**src/hdl/dad_pkg.sv**
```systemverilog
// Shared constants and register codes of the detection anchor decoder.
package dad_pkg;

	localparam int MAX_CLASSES    = 256;
	localparam int MAX_IMAGE_SIDE = 4096;

	localparam int CLS_W   = (MAX_CLASSES > 1) ? $clog2(MAX_CLASSES) : 1;
	localparam int PIX_W   = $clog2(MAX_IMAGE_SIDE);
	localparam int COORD_W = 16;
	localparam int SCORE_W = 16;
	localparam int ID_W    = 8;
	localparam int BOX_W   = 12;

	localparam int SCALE_W = 20;
	localparam int PAD_W   = 10;
	localparam int SIDE_W  = 13;
	localparam int CFG_W   = 20;
	localparam int CFG_IDX_W = 3;

	localparam int FRAC_W = 23;
	localparam int CRN_W  = 19;
	localparam int PRD_W  = CRN_W + SCALE_W;
	localparam int CLP_W  = PIX_W + FRAC_W;
	localparam int DIF_W  = CLP_W + 1;

	localparam logic [CFG_IDX_W-1:0] REG_SCORE_THRESHOLD = 3'd0;
	localparam logic [CFG_IDX_W-1:0] REG_INVERSE_SCALE   = 3'd1;
	localparam logic [CFG_IDX_W-1:0] REG_PAD_LEFT        = 3'd2;
	localparam logic [CFG_IDX_W-1:0] REG_PAD_TOP         = 3'd3;
	localparam logic [CFG_IDX_W-1:0] REG_IMAGE_WIDTH     = 3'd4;
	localparam logic [CFG_IDX_W-1:0] REG_IMAGE_HEIGHT    = 3'd5;

	localparam logic [SCORE_W-1:0] RST_SCORE_THRESHOLD = 16'd16384;
	localparam logic [SCALE_W-1:0] RST_INVERSE_SCALE   = 20'd65536;
	localparam logic [SIDE_W-1:0]  RST_IMAGE_SIDE      = 13'd640;

endpackage

```
**src/hdl/dad_item_if.sv**
```systemverilog
// Input channel carrying one class score item of an anchor.
interface dad_item_if;
	import dad_pkg::*;

	logic               valid;
	logic               ready;
	logic               first;
	logic               last;
	logic [COORD_W-1:0] center_x;
	logic [COORD_W-1:0] center_y;
	logic [COORD_W-1:0] box_width_in;
	logic [COORD_W-1:0] box_height_in;
	logic [SCORE_W-1:0] class_score;

	modport source (output valid, first, last, center_x, center_y, box_width_in,
		box_height_in, class_score, input ready);
	modport sink (input valid, first, last, center_x, center_y, box_width_in,
		box_height_in, class_score, output ready);
endinterface

```
**src/hdl/dad_result_if.sv**
```systemverilog
// Output channel carrying one decoded detection.
interface dad_result_if;
	import dad_pkg::*;

	logic               valid;
	logic               ready;
	logic [ID_W-1:0]    class_idx;
	logic [SCORE_W-1:0] best_confidence;
	logic [BOX_W-1:0]   box_x;
	logic [BOX_W-1:0]   box_y;
	logic [BOX_W-1:0]   box_w;
	logic [BOX_W-1:0]   box_h;

	modport source (output valid, class_idx, best_confidence, box_x, box_y, box_w, box_h,
		input ready);
	modport sink (input valid, class_idx, best_confidence, box_x, box_y, box_w, box_h,
		output ready);
endinterface

```
**src/hdl/detection_anchor_decode.sv**
```systemverilog
// Top level of the detection anchor decoder: running maximum and box mapping pipeline.
//
//   channel   direction  handshake      carries
//   items     in         valid/ready    first, last, box centre and size, class score
//   results   out        valid/ready    class id, confidence, box corner and size
//   cfg       in         cfg_we         register index and write data
//
// One item is taken per cycle unless stalled; the running maximum updates on the transfer itself.
// A closing item passes four register stages (corners, products, clamp, output), and its
// detection is presented from the output stage once its last item has passed through them.
// Reset clears the anchor state, the stage valid flags and loads the register defaults.
// A stalled result holds only the stages behind it that are full; empty stages still fill.
module detection_anchor_decode (
	input  logic                              clk,
	input  logic                              arst_n,
	dad_item_if.sink                          items,
	dad_result_if.source                      results,
	input  logic                              cfg_we,
	input  logic [dad_pkg::CFG_IDX_W-1:0]     cfg_index,
	input  logic [dad_pkg::CFG_W-1:0]         cfg_data
);
	import dad_pkg::*;

	logic [SCORE_W-1:0] score_threshold_q;
	logic [SCALE_W-1:0] inverse_scale_q;
	logic [PAD_W-1:0]   pad_left_q;
	logic [PAD_W-1:0]   pad_top_q;
	logic [SIDE_W-1:0]  image_width_q;
	logic [SIDE_W-1:0]  image_height_q;

	logic [SCORE_W-1:0] top_score_q, top_score_d;
	logic [CLS_W-1:0]   best_class_q, best_class_d;
	logic [CLS_W-1:0]   class_count_q, class_count_d;
	logic [COORD_W-1:0] held_cx_q, held_cx_d;
	logic [COORD_W-1:0] held_cy_q, held_cy_d;
	logic [COORD_W-1:0] held_w_q, held_w_d;
	logic [COORD_W-1:0] held_h_q, held_h_d;

	logic accept, adv1, adv2, adv3, adv4, emit;

	logic                    v_s1, v_s2, v_s3, v_s4;
	logic [SCORE_W-1:0]      score_s1, score_s2, score_s3, score_s4;
	logic [CLS_W-1:0]        cls_s1, cls_s2, cls_s3, cls_s4;
	logic signed [CRN_W-1:0] x0_s1, x1_s1, y0_s1, y1_s1;
	logic signed [PRD_W-1:0] x0_s2, x1_s2, y0_s2, y1_s2;
	logic [CLP_W-1:0]        x0_s3, x1_s3, y0_s3, y1_s3;
	logic [BOX_W-1:0]        bx_s4, by_s4, bw_s4, bh_s4;

	logic signed [CRN_W-1:0] cx2, cy2, wd, ht, padx, pady;
	logic [PIX_W-1:0]        side_max_x, side_max_y;
	logic signed [DIF_W-1:0] dx, dy;
	logic                    keep_x, keep_y;
	logic [31:0]             cls_wide;

	// Configuration registers
	always_ff @(posedge clk or negedge arst_n) begin
		if (!arst_n) begin
			score_threshold_q <= RST_SCORE_THRESHOLD;
			inverse_scale_q   <= RST_INVERSE_SCALE;
			pad_left_q        <= '0;
			pad_top_q         <= '0;
			image_width_q     <= RST_IMAGE_SIDE;
			image_height_q    <= RST_IMAGE_SIDE;
		end else if (cfg_we) begin
			case (cfg_index)
				REG_SCORE_THRESHOLD: score_threshold_q <= cfg_data[SCORE_W-1:0];
				REG_INVERSE_SCALE:   inverse_scale_q   <= cfg_data[SCALE_W-1:0];
				REG_PAD_LEFT:        pad_left_q        <= cfg_data[PAD_W-1:0];
				REG_PAD_TOP:         pad_top_q         <= cfg_data[PAD_W-1:0];
				REG_IMAGE_WIDTH:     image_width_q     <= cfg_data[SIDE_W-1:0];
				REG_IMAGE_HEIGHT:    image_height_q    <= cfg_data[SIDE_W-1:0];
				default: ;
			endcase
		end
	end

	assign adv4   = !v_s4 || results.ready;
	assign adv3   = !v_s3 || adv4;
	assign adv2   = !v_s2 || adv3;
	assign adv1   = !v_s1 || adv2;
	assign items.ready = adv1;
	assign accept = items.valid && adv1;

	// Running maximum; the earliest class wins a tie.
	always_comb begin
		top_score_d   = top_score_q;
		best_class_d  = best_class_q;
		class_count_d = class_count_q;
		held_cx_d     = held_cx_q;
		held_cy_d     = held_cy_q;
		held_w_d      = held_w_q;
		held_h_d      = held_h_q;
		if (items.first) begin
			top_score_d   = items.class_score;
			best_class_d  = '0;
			class_count_d = '0;
			held_cx_d     = items.center_x;
			held_cy_d     = items.center_y;
			held_w_d      = items.box_width_in;
			held_h_d      = items.box_height_in;
		end else if ((CLS_W+1)'(class_count_q) + (CLS_W+1)'(1)
				< (CLS_W+1)'(MAX_CLASSES)) begin
			class_count_d = class_count_q + CLS_W'(1);
			if (items.class_score > top_score_q) begin
				top_score_d  = items.class_score;
				best_class_d = class_count_q + CLS_W'(1);
			end
		end
	end

	always_ff @(posedge clk or negedge arst_n) begin
		if (!arst_n) begin
			top_score_q   <= '0;
			best_class_q  <= '0;
			class_count_q <= '0;
			held_cx_q     <= '0;
			held_cy_q     <= '0;
			held_w_q      <= '0;
			held_h_q      <= '0;
		end else if (accept) begin
			top_score_q   <= top_score_d;
			best_class_q  <= best_class_d;
			class_count_q <= class_count_d;
			held_cx_q     <= held_cx_d;
			held_cy_q     <= held_cy_d;
			held_w_q      <= held_w_d;
			held_h_q      <= held_h_d;
		end
	end

	// Corners in units of 1/128 pixel, with the padding removed.
	assign cx2  = $signed(CRN_W'({held_cx_d, 1'b0}));
	assign cy2  = $signed(CRN_W'({held_cy_d, 1'b0}));
	assign wd   = $signed(CRN_W'(held_w_d));
	assign ht   = $signed(CRN_W'(held_h_d));
	assign padx = $signed(CRN_W'({pad_left_q, 7'b0}));
	assign pady = $signed(CRN_W'({pad_top_q, 7'b0}));

	always_ff @(posedge clk or negedge arst_n) begin
		if (!arst_n) begin
			v_s1 <= 1'b0;
		end else if (adv1) begin
			v_s1 <= accept && items.last && !(top_score_d < score_threshold_q);
		end
	end

	always_ff @(posedge clk) begin
		if (adv1) begin
			score_s1 <= top_score_d;
			cls_s1   <= best_class_d;
			x0_s1    <= cx2 - wd - padx;
			x1_s1    <= cx2 + wd - padx;
			y0_s1    <= cy2 - ht - pady;
			y1_s1    <= cy2 + ht - pady;
		end
	end

	// Scaling by the reciprocal, one multiplier per corner.
	always_ff @(posedge clk or negedge arst_n) begin
		if (!arst_n) begin
			v_s2 <= 1'b0;
		end else if (adv2) begin
			v_s2 <= v_s1;
		end
	end

	always_ff @(posedge clk) begin
		if (adv2) begin
			score_s2 <= score_s1;
			cls_s2   <= cls_s1;
			x0_s2    <= x0_s1 * $signed({1'b0, inverse_scale_q});
			x1_s2    <= x1_s1 * $signed({1'b0, inverse_scale_q});
			y0_s2    <= y0_s1 * $signed({1'b0, inverse_scale_q});
			y1_s2    <= y1_s1 * $signed({1'b0, inverse_scale_q});
		end
	end

	function automatic logic [PIX_W-1:0] side_max(input logic [SIDE_W-1:0] s);
		logic [PIX_W-1:0] r;
		if (s == '0) begin
			r = '0;
		end else if (32'(s) > MAX_IMAGE_SIDE) begin
			r = PIX_W'(MAX_IMAGE_SIDE - 1);
		end else begin
			r = PIX_W'(s - SIDE_W'(1));
		end
		return r;
	endfunction

	function automatic logic [CLP_W-1:0] clamp(input logic signed [PRD_W-1:0] v,
			input logic [PIX_W-1:0] smax);
		logic [CLP_W-1:0] hi;
		logic [CLP_W-1:0] r;
		hi = {smax, FRAC_W'(0)};
		if (v[PRD_W-1]) begin
			r = '0;
		end else if (v[PRD_W-2:0] > (PRD_W-1)'(hi)) begin
			r = hi;
		end else begin
			r = v[CLP_W-1:0];
		end
		return r;
	endfunction

	assign side_max_x = side_max(image_width_q);
	assign side_max_y = side_max(image_height_q);

	always_ff @(posedge clk or negedge arst_n) begin
		if (!arst_n) begin
			v_s3 <= 1'b0;
		end else if (adv3) begin
			v_s3 <= v_s2;
		end
	end

	always_ff @(posedge clk) begin
		if (adv3) begin
			score_s3 <= score_s2;
			cls_s3   <= cls_s2;
			x0_s3    <= clamp(x0_s2, side_max_x);
			x1_s3    <= clamp(x1_s2, side_max_x);
			y0_s3    <= clamp(y0_s2, side_max_y);
			y1_s3    <= clamp(y1_s2, side_max_y);
		end
	end

	// A box survives only if both sides span at least one whole pixel.
	assign dx     = $signed({1'b0, x1_s3}) - $signed({1'b0, x0_s3});
	assign dy     = $signed({1'b0, y1_s3}) - $signed({1'b0, y0_s3});
	assign keep_x = !dx[DIF_W-1] && (dx[DIF_W-2:FRAC_W] != '0);
	assign keep_y = !dy[DIF_W-1] && (dy[DIF_W-2:FRAC_W] != '0);

	always_ff @(posedge clk or negedge arst_n) begin
		if (!arst_n) begin
			v_s4 <= 1'b0;
		end else if (adv4) begin
			v_s4 <= v_s3 && keep_x && keep_y;
		end
	end

	always_ff @(posedge clk) begin
		if (adv4) begin
			score_s4 <= score_s3;
			cls_s4   <= cls_s3;
			bx_s4    <= x0_s3[FRAC_W +: BOX_W];
			by_s4    <= y0_s3[FRAC_W +: BOX_W];
			bw_s4    <= dx[FRAC_W +: BOX_W];
			bh_s4    <= dy[FRAC_W +: BOX_W];
		end
	end

	assign cls_wide                = 32'(cls_s4);
	assign results.valid           = v_s4;
	assign results.class_idx       = cls_wide[ID_W-1:0];
	assign results.best_confidence = score_s4;
	assign results.box_x           = bx_s4;
	assign results.box_y           = by_s4;
	assign results.box_w           = bw_s4;
	assign results.box_h           = bh_s4;
	assign emit                    = results.valid && results.ready;

	assert property (@(posedge clk) disable iff (!arst_n)
		accept && !items.last |=> !v_s1)
		else $error("non-closing item entered the corner stage");

	assert property (@(posedge clk) disable iff (!arst_n)
		results.valid |-> (results.box_w != '0) && (results.box_h != '0))
		else $error("empty box presented");

	assert property (@(posedge clk) disable iff (!arst_n)
		results.valid |-> !(results.best_confidence < score_threshold_q))
		else $error("detection below threshold presented");

	assert property (@(posedge clk) disable iff (!arst_n)
		v_s4 && !emit |=> v_s4)
		else $error("stalled detection lost");

endmodule
```
**src/flat_wrapper.sv**
```systemverilog
// flat-port wrapper written by rule: the top's interface ports become plain ports
module detection_anchor_decode_flat import dad_pkg::*;
  (clk, arst_n, cfg_we, cfg_index, cfg_data, items_valid, items_first, items_last, items_center_x, items_center_y, items_box_width_in, items_box_height_in, items_class_score, items_ready, results_valid, results_class_idx, results_best_confidence, results_box_x, results_box_y, results_box_w, results_box_h, results_ready);
  dad_item_if items_i ();
  dad_result_if results_i ();
  input  logic clk;
  input  logic arst_n;
  input  logic cfg_we;
  input  logic [dad_pkg::CFG_IDX_W-1:0] cfg_index;
  input  logic [dad_pkg::CFG_W-1:0] cfg_data;
  input wire logic [$bits(items_i.valid)-1:0] items_valid;
  input wire logic [$bits(items_i.first)-1:0] items_first;
  input wire logic [$bits(items_i.last)-1:0] items_last;
  input wire logic [$bits(items_i.center_x)-1:0] items_center_x;
  input wire logic [$bits(items_i.center_y)-1:0] items_center_y;
  input wire logic [$bits(items_i.box_width_in)-1:0] items_box_width_in;
  input wire logic [$bits(items_i.box_height_in)-1:0] items_box_height_in;
  input wire logic [$bits(items_i.class_score)-1:0] items_class_score;
  output wire logic [$bits(items_i.ready)-1:0] items_ready;
  output wire logic [$bits(results_i.valid)-1:0] results_valid;
  output wire logic [$bits(results_i.class_idx)-1:0] results_class_idx;
  output wire logic [$bits(results_i.best_confidence)-1:0] results_best_confidence;
  output wire logic [$bits(results_i.box_x)-1:0] results_box_x;
  output wire logic [$bits(results_i.box_y)-1:0] results_box_y;
  output wire logic [$bits(results_i.box_w)-1:0] results_box_w;
  output wire logic [$bits(results_i.box_h)-1:0] results_box_h;
  input wire logic [$bits(results_i.ready)-1:0] results_ready;
  assign items_i.valid = items_valid;
  assign items_i.first = items_first;
  assign items_i.last = items_last;
  assign items_i.center_x = items_center_x;
  assign items_i.center_y = items_center_y;
  assign items_i.box_width_in = items_box_width_in;
  assign items_i.box_height_in = items_box_height_in;
  assign items_i.class_score = items_class_score;
  assign items_ready = items_i.ready;
  assign results_valid = results_i.valid;
  assign results_class_idx = results_i.class_idx;
  assign results_best_confidence = results_i.best_confidence;
  assign results_box_x = results_i.box_x;
  assign results_box_y = results_i.box_y;
  assign results_box_w = results_i.box_w;
  assign results_box_h = results_i.box_h;
  assign results_i.ready = results_ready;
  detection_anchor_decode u_core (.clk(clk), .arst_n(arst_n), .items(items_i), .results(results_i), .cfg_we(cfg_we), .cfg_index(cfg_index), .cfg_data(cfg_data));
endmodule
```
**config.mk**
```make
export PLATFORM = sky130hd
export DESIGN_NAME = detection_anchor_decode_flat
export DESIGN_NICKNAME = d
export VERILOG_FILES = /design/src/hdl/dad_pkg.sv /design/src/hdl/dad_item_if.sv /design/src/hdl/dad_result_if.sv /design/src/hdl/detection_anchor_decode.sv /design/src/flat_wrapper.sv
export SDC_FILE = /design/constraint.sdc
export NUM_CORES = 2
export LEC_CHECK = 0
export ABC_AREA = 1
export BUFFER_PORTS_ARGS = -buffer_cell sky130_fd_sc_hd__buf_4
export CORE_MARGIN = 1
export CORE_UTILIZATION = 50
export CTS_BUF_LIST = sky130_fd_sc_hd__clkbuf_8 sky130_fd_sc_hd__clkbuf_16
export DETAILED_ROUTE_END_ITERATION = 10
export PLACE_DENSITY = 0.75
export SLEW_MARGIN = 30
export SYNTH_ARGS = -nofsm -noshare
export SYNTH_HDL_FRONTEND = slang
export SYNTH_SLANG_ARGS = --single-unit
```
**constraint.sdc**
```tcl
create_clock -name clk -period 38.4 [get_ports clk]
set_input_delay 5.76 -clock clk [delete_from_list [all_inputs] [get_ports clk]]
set_output_delay 5.76 -clock clk [all_outputs]
set_load 0.02 [all_outputs]
```
==> impl_metrics.env <==
export IMPL_tightest_slew_ns=1.09
export IMPL_first_global_vias=69400
export IMPL_grt_pass1_wl_mm=369
export IMPL_fin_skew_ns=0.0506
export IMPL_wl_per_cell_microns=18.1
export IMPL_seq_area_sq_mm=0.0200
export IMPL_clock_sinks=694
export IMPL_synth_compound_area_share_pct=6.55
export IMPL_async_flop_share_pct=26.2
export IMPL_cts_max_path_buffers=3
export IMPL_vias_per_cell=5.25
export IMPL_required_ns=32.64
export IMPL_slew_violations=0
export IMPL_cap_violations=0
export IMPL_grt_overflow=0
export IMPL_muxShareOfSynthArea_pct=0.0486
export IMPL_drive_above_1_share_pct=5.36
export IMPL_num_rows=153
export IMPL_die_w_microns=420
export IMPL_insertion_delay_ns=0.74
export IMPL_layout_filler_cells=15600
export IMPL_grt_usage_pct=26.7
export IMPL_slew_headroom_pct=27.4
export IMPL_synth_cell_area_sq_mm=0.0875
export IMPL_endpoint_kind="output port"
export IMPL_area_growth_syn_to_layout_pct=7.21
export IMPL_post_route_min_period_ns=13.46
export IMPL_hold_buffers=0
export IMPL_drt_wl_total_mm=228
export IMPL_grt_max_degree=93
export IMPL_cp_start_kind="input pin"
export IMPL_firstDrtPassIters=7
export IMPL_hp_class="register to register"
export IMPL_yosys_warnings=0
export IMPL_multiInputGateArea_sq_mm=0.0557
export IMPL_synth_edf_count=512
export IMPL_cts_tree="done"
export IMPL_hpwl_mm=182
export IMPL_ys_ff_latch=694
export IMPL_setup_tns_ns=0
export IMPL_max_freq_mhz=74.3
export IMPL_whs_path_depth=0
export IMPL_final_area_sq_mm=0.0938
export IMPL_clk_pin_slew_ns=0.06
export IMPL_port_buffers=183
export IMPL_layout_commonest_cell="inv_1"
export IMPL_outcome="complete, no violations"
export IMPL_core_area_sq_mm=0.174
export IMPL_die_y_microns=420
export IMPL_synth_top_family_by_area="adder cells"
export IMPL_crit_type="input pin to output port"
export IMPL_fin_nets=12400
export IMPL_yosysUniqueCellTypes=66
export IMPL_setup_viol=0
export IMPL_syn_inst=10300
export IMPL_drtIter0Drc=5906
export IMPL_cts_repair_resized=0
export IMPL_pin_count=184
export IMPL_synth_fa_ha_area_share_pct=40.7
export IMPL_initial_core_util_pct=50.4
export IMPL_antenna_found_initial=11
export IMPL_final_cell_mix="inv_1, nand2_1, fa_1"
export IMPL_yosys_area_share_simple_pct=13.7
export IMPL_r2r_worst_path_cells=24
export IMPL_timing_rr_start="u_core.inverse_scale_q[6]$_DFFE_PN0P_"
export IMPL_post_place_cells=12400
export IMPL_placed_cell_area_sq_mm=0.0908
export IMPL_synth_xor_area_share_pct=2.51
export IMPL_post_route_drc_count=0
export IMPL_synth_flop_cell="edfxtp_1"
export IMPL_hold_path_end="u_core.results.class_idx[0]$_DFFE_PP_"
export IMPL_vias=66200
export IMPL_crit_fanout=34
export IMPL_reg2reg_to="u_core.y1_s2[35]$_DFFE_PP_"
export IMPL_rrSetupSlack_ns=30.46
export IMPL_hold_start="u_core.cls_s3[0]$_DFFE_PP_"
export IMPL_ant_nets=0
export IMPL_period_share_pct=35.1
export IMPL_critPathArrivalTime_ns=7.70
export IMPL_hold_viol=0
export IMPL_avgSynthCellArea_sq_um=8.52
export IMPL_syn_num_nets=12500
export IMPL_cts_setup_buffers=0
export IMPL_rsz0062_at_grt="no"
export IMPL_cts_made_buffers=83
export IMPL_fin_cells=12600
export IMPL_cts_root_buffer="clkbuf_16"
export IMPL_yosysSeqAreaShare_pct=22.8
export IMPL_die_area_sq_mm=0.177
export IMPL_gp_congestion=0.956
export IMPL_htreeDepth=3
-- kinds of logic (layout without fill, tap and decap cells) --
group,after synthesis,in the layout
AO/OA/AOI/OAI,1022,1022
XOR/XNOR,250,250
adder cells (fa/ha/maj),2112,2112
buffers and inverters,3168,3186
flip-flops,694,694
multiplexers,4,4
other,0,8
AND/OR/NAND/NOR,3024,3024
-- registers in the layout (all words and copies together), names as in the netlist, 18 cells and up --
register                count
u_core.inverse_scale_q     20
u_core.x0_s1               18
u_core.x0_s2               38
u_core.x0_s3               35
u_core.x1_s1               19
u_core.x1_s2               39
u_core.x1_s3               35
u_core.y0_s1               18
u_core.y0_s2               38
u_core.y0_s3               35
u_core.y1_s1               19
u_core.y1_s2               39
u_core.y1_s3               35
-- worst max-delay path by stage --
| stage | startpoint | to | slack, ns |
|---|---|---|---|
| after floorplan | results_ready | items_ready | 17.46 |
| after global placement | results_ready | items_ready | 24.87 |
| after detailed placement | results_ready | items_ready | 24.88 |
| after CTS | results_ready | items_ready | 24.88 |
| after global routing | results_ready | items_ready | 24.74 |
| final | results_ready | items_ready | 24.94 |
-- worst max-delay path, cell delays in order --
cell,delay [ns]
buf_4,0.11
nor2_1,0.30
nand2_4,0.35
nor2_1,0.36
inv_6,0.14
nor2_1,0.19
inv_4,0.19
buf_4,0.23
-- synth_stat cells (69+ instances only) --
library cell     n  area (sq um)
fa_1          1228         24600
dfrtp_1        176          4400
nand3_1        144           721
inv_1         2763         10400
nor2_1         436          1640
o21ai_0        413          2070
edfxtp_1       512         15400
a21oi_1        365          1830
xor2_1         180          1580
xnor2_1         69           604
clkbuf_1       326          1220
ha_1           884         11100
nand2_1       2234          8390
-- stage by stage --
| step | hold WS, ns | utilization (%) | setup WS (ns) |
|---|---|---|---|
| 6_report | 0.413 | 54.0 | 24.94 |
| 5_1_grt | 0.422 | 54.0 | 24.74 |
| 4_1_cts | 0.415 | 53.9 | 24.88 |
| 3_5_place_dp | 0.405 | 52.2 | 24.88 |
| 3_3_place_gp | 0.401 | 52.2 | 24.87 |
| 2_1_floorplan | 0.400 | - | 17.46 |
-- final cells by class --
cell class              count  share of cell area [%]
diodes                      8                  0.0213
clock buffers              90                    2.35
clock inverters            64                   0.623
inverters                2768                    11.1
multi-input cells        6412                    59.3
flip-flops and latches    694                    21.3
well taps                2325                    3.10
repair buffers            264                    2.23
-- per-layer routing --
metal / GRT usage (%) / routed length (microns)
met1: 35.8 / 95000
met2: 42.8 / 105000
met3: 5.55 / 20500
met4: 9.34 / 8460
met5: 0 / 13
Power is not shown: default switching activity piles up to over one toggle a cycle in this logic, so the estimate is an artifact.
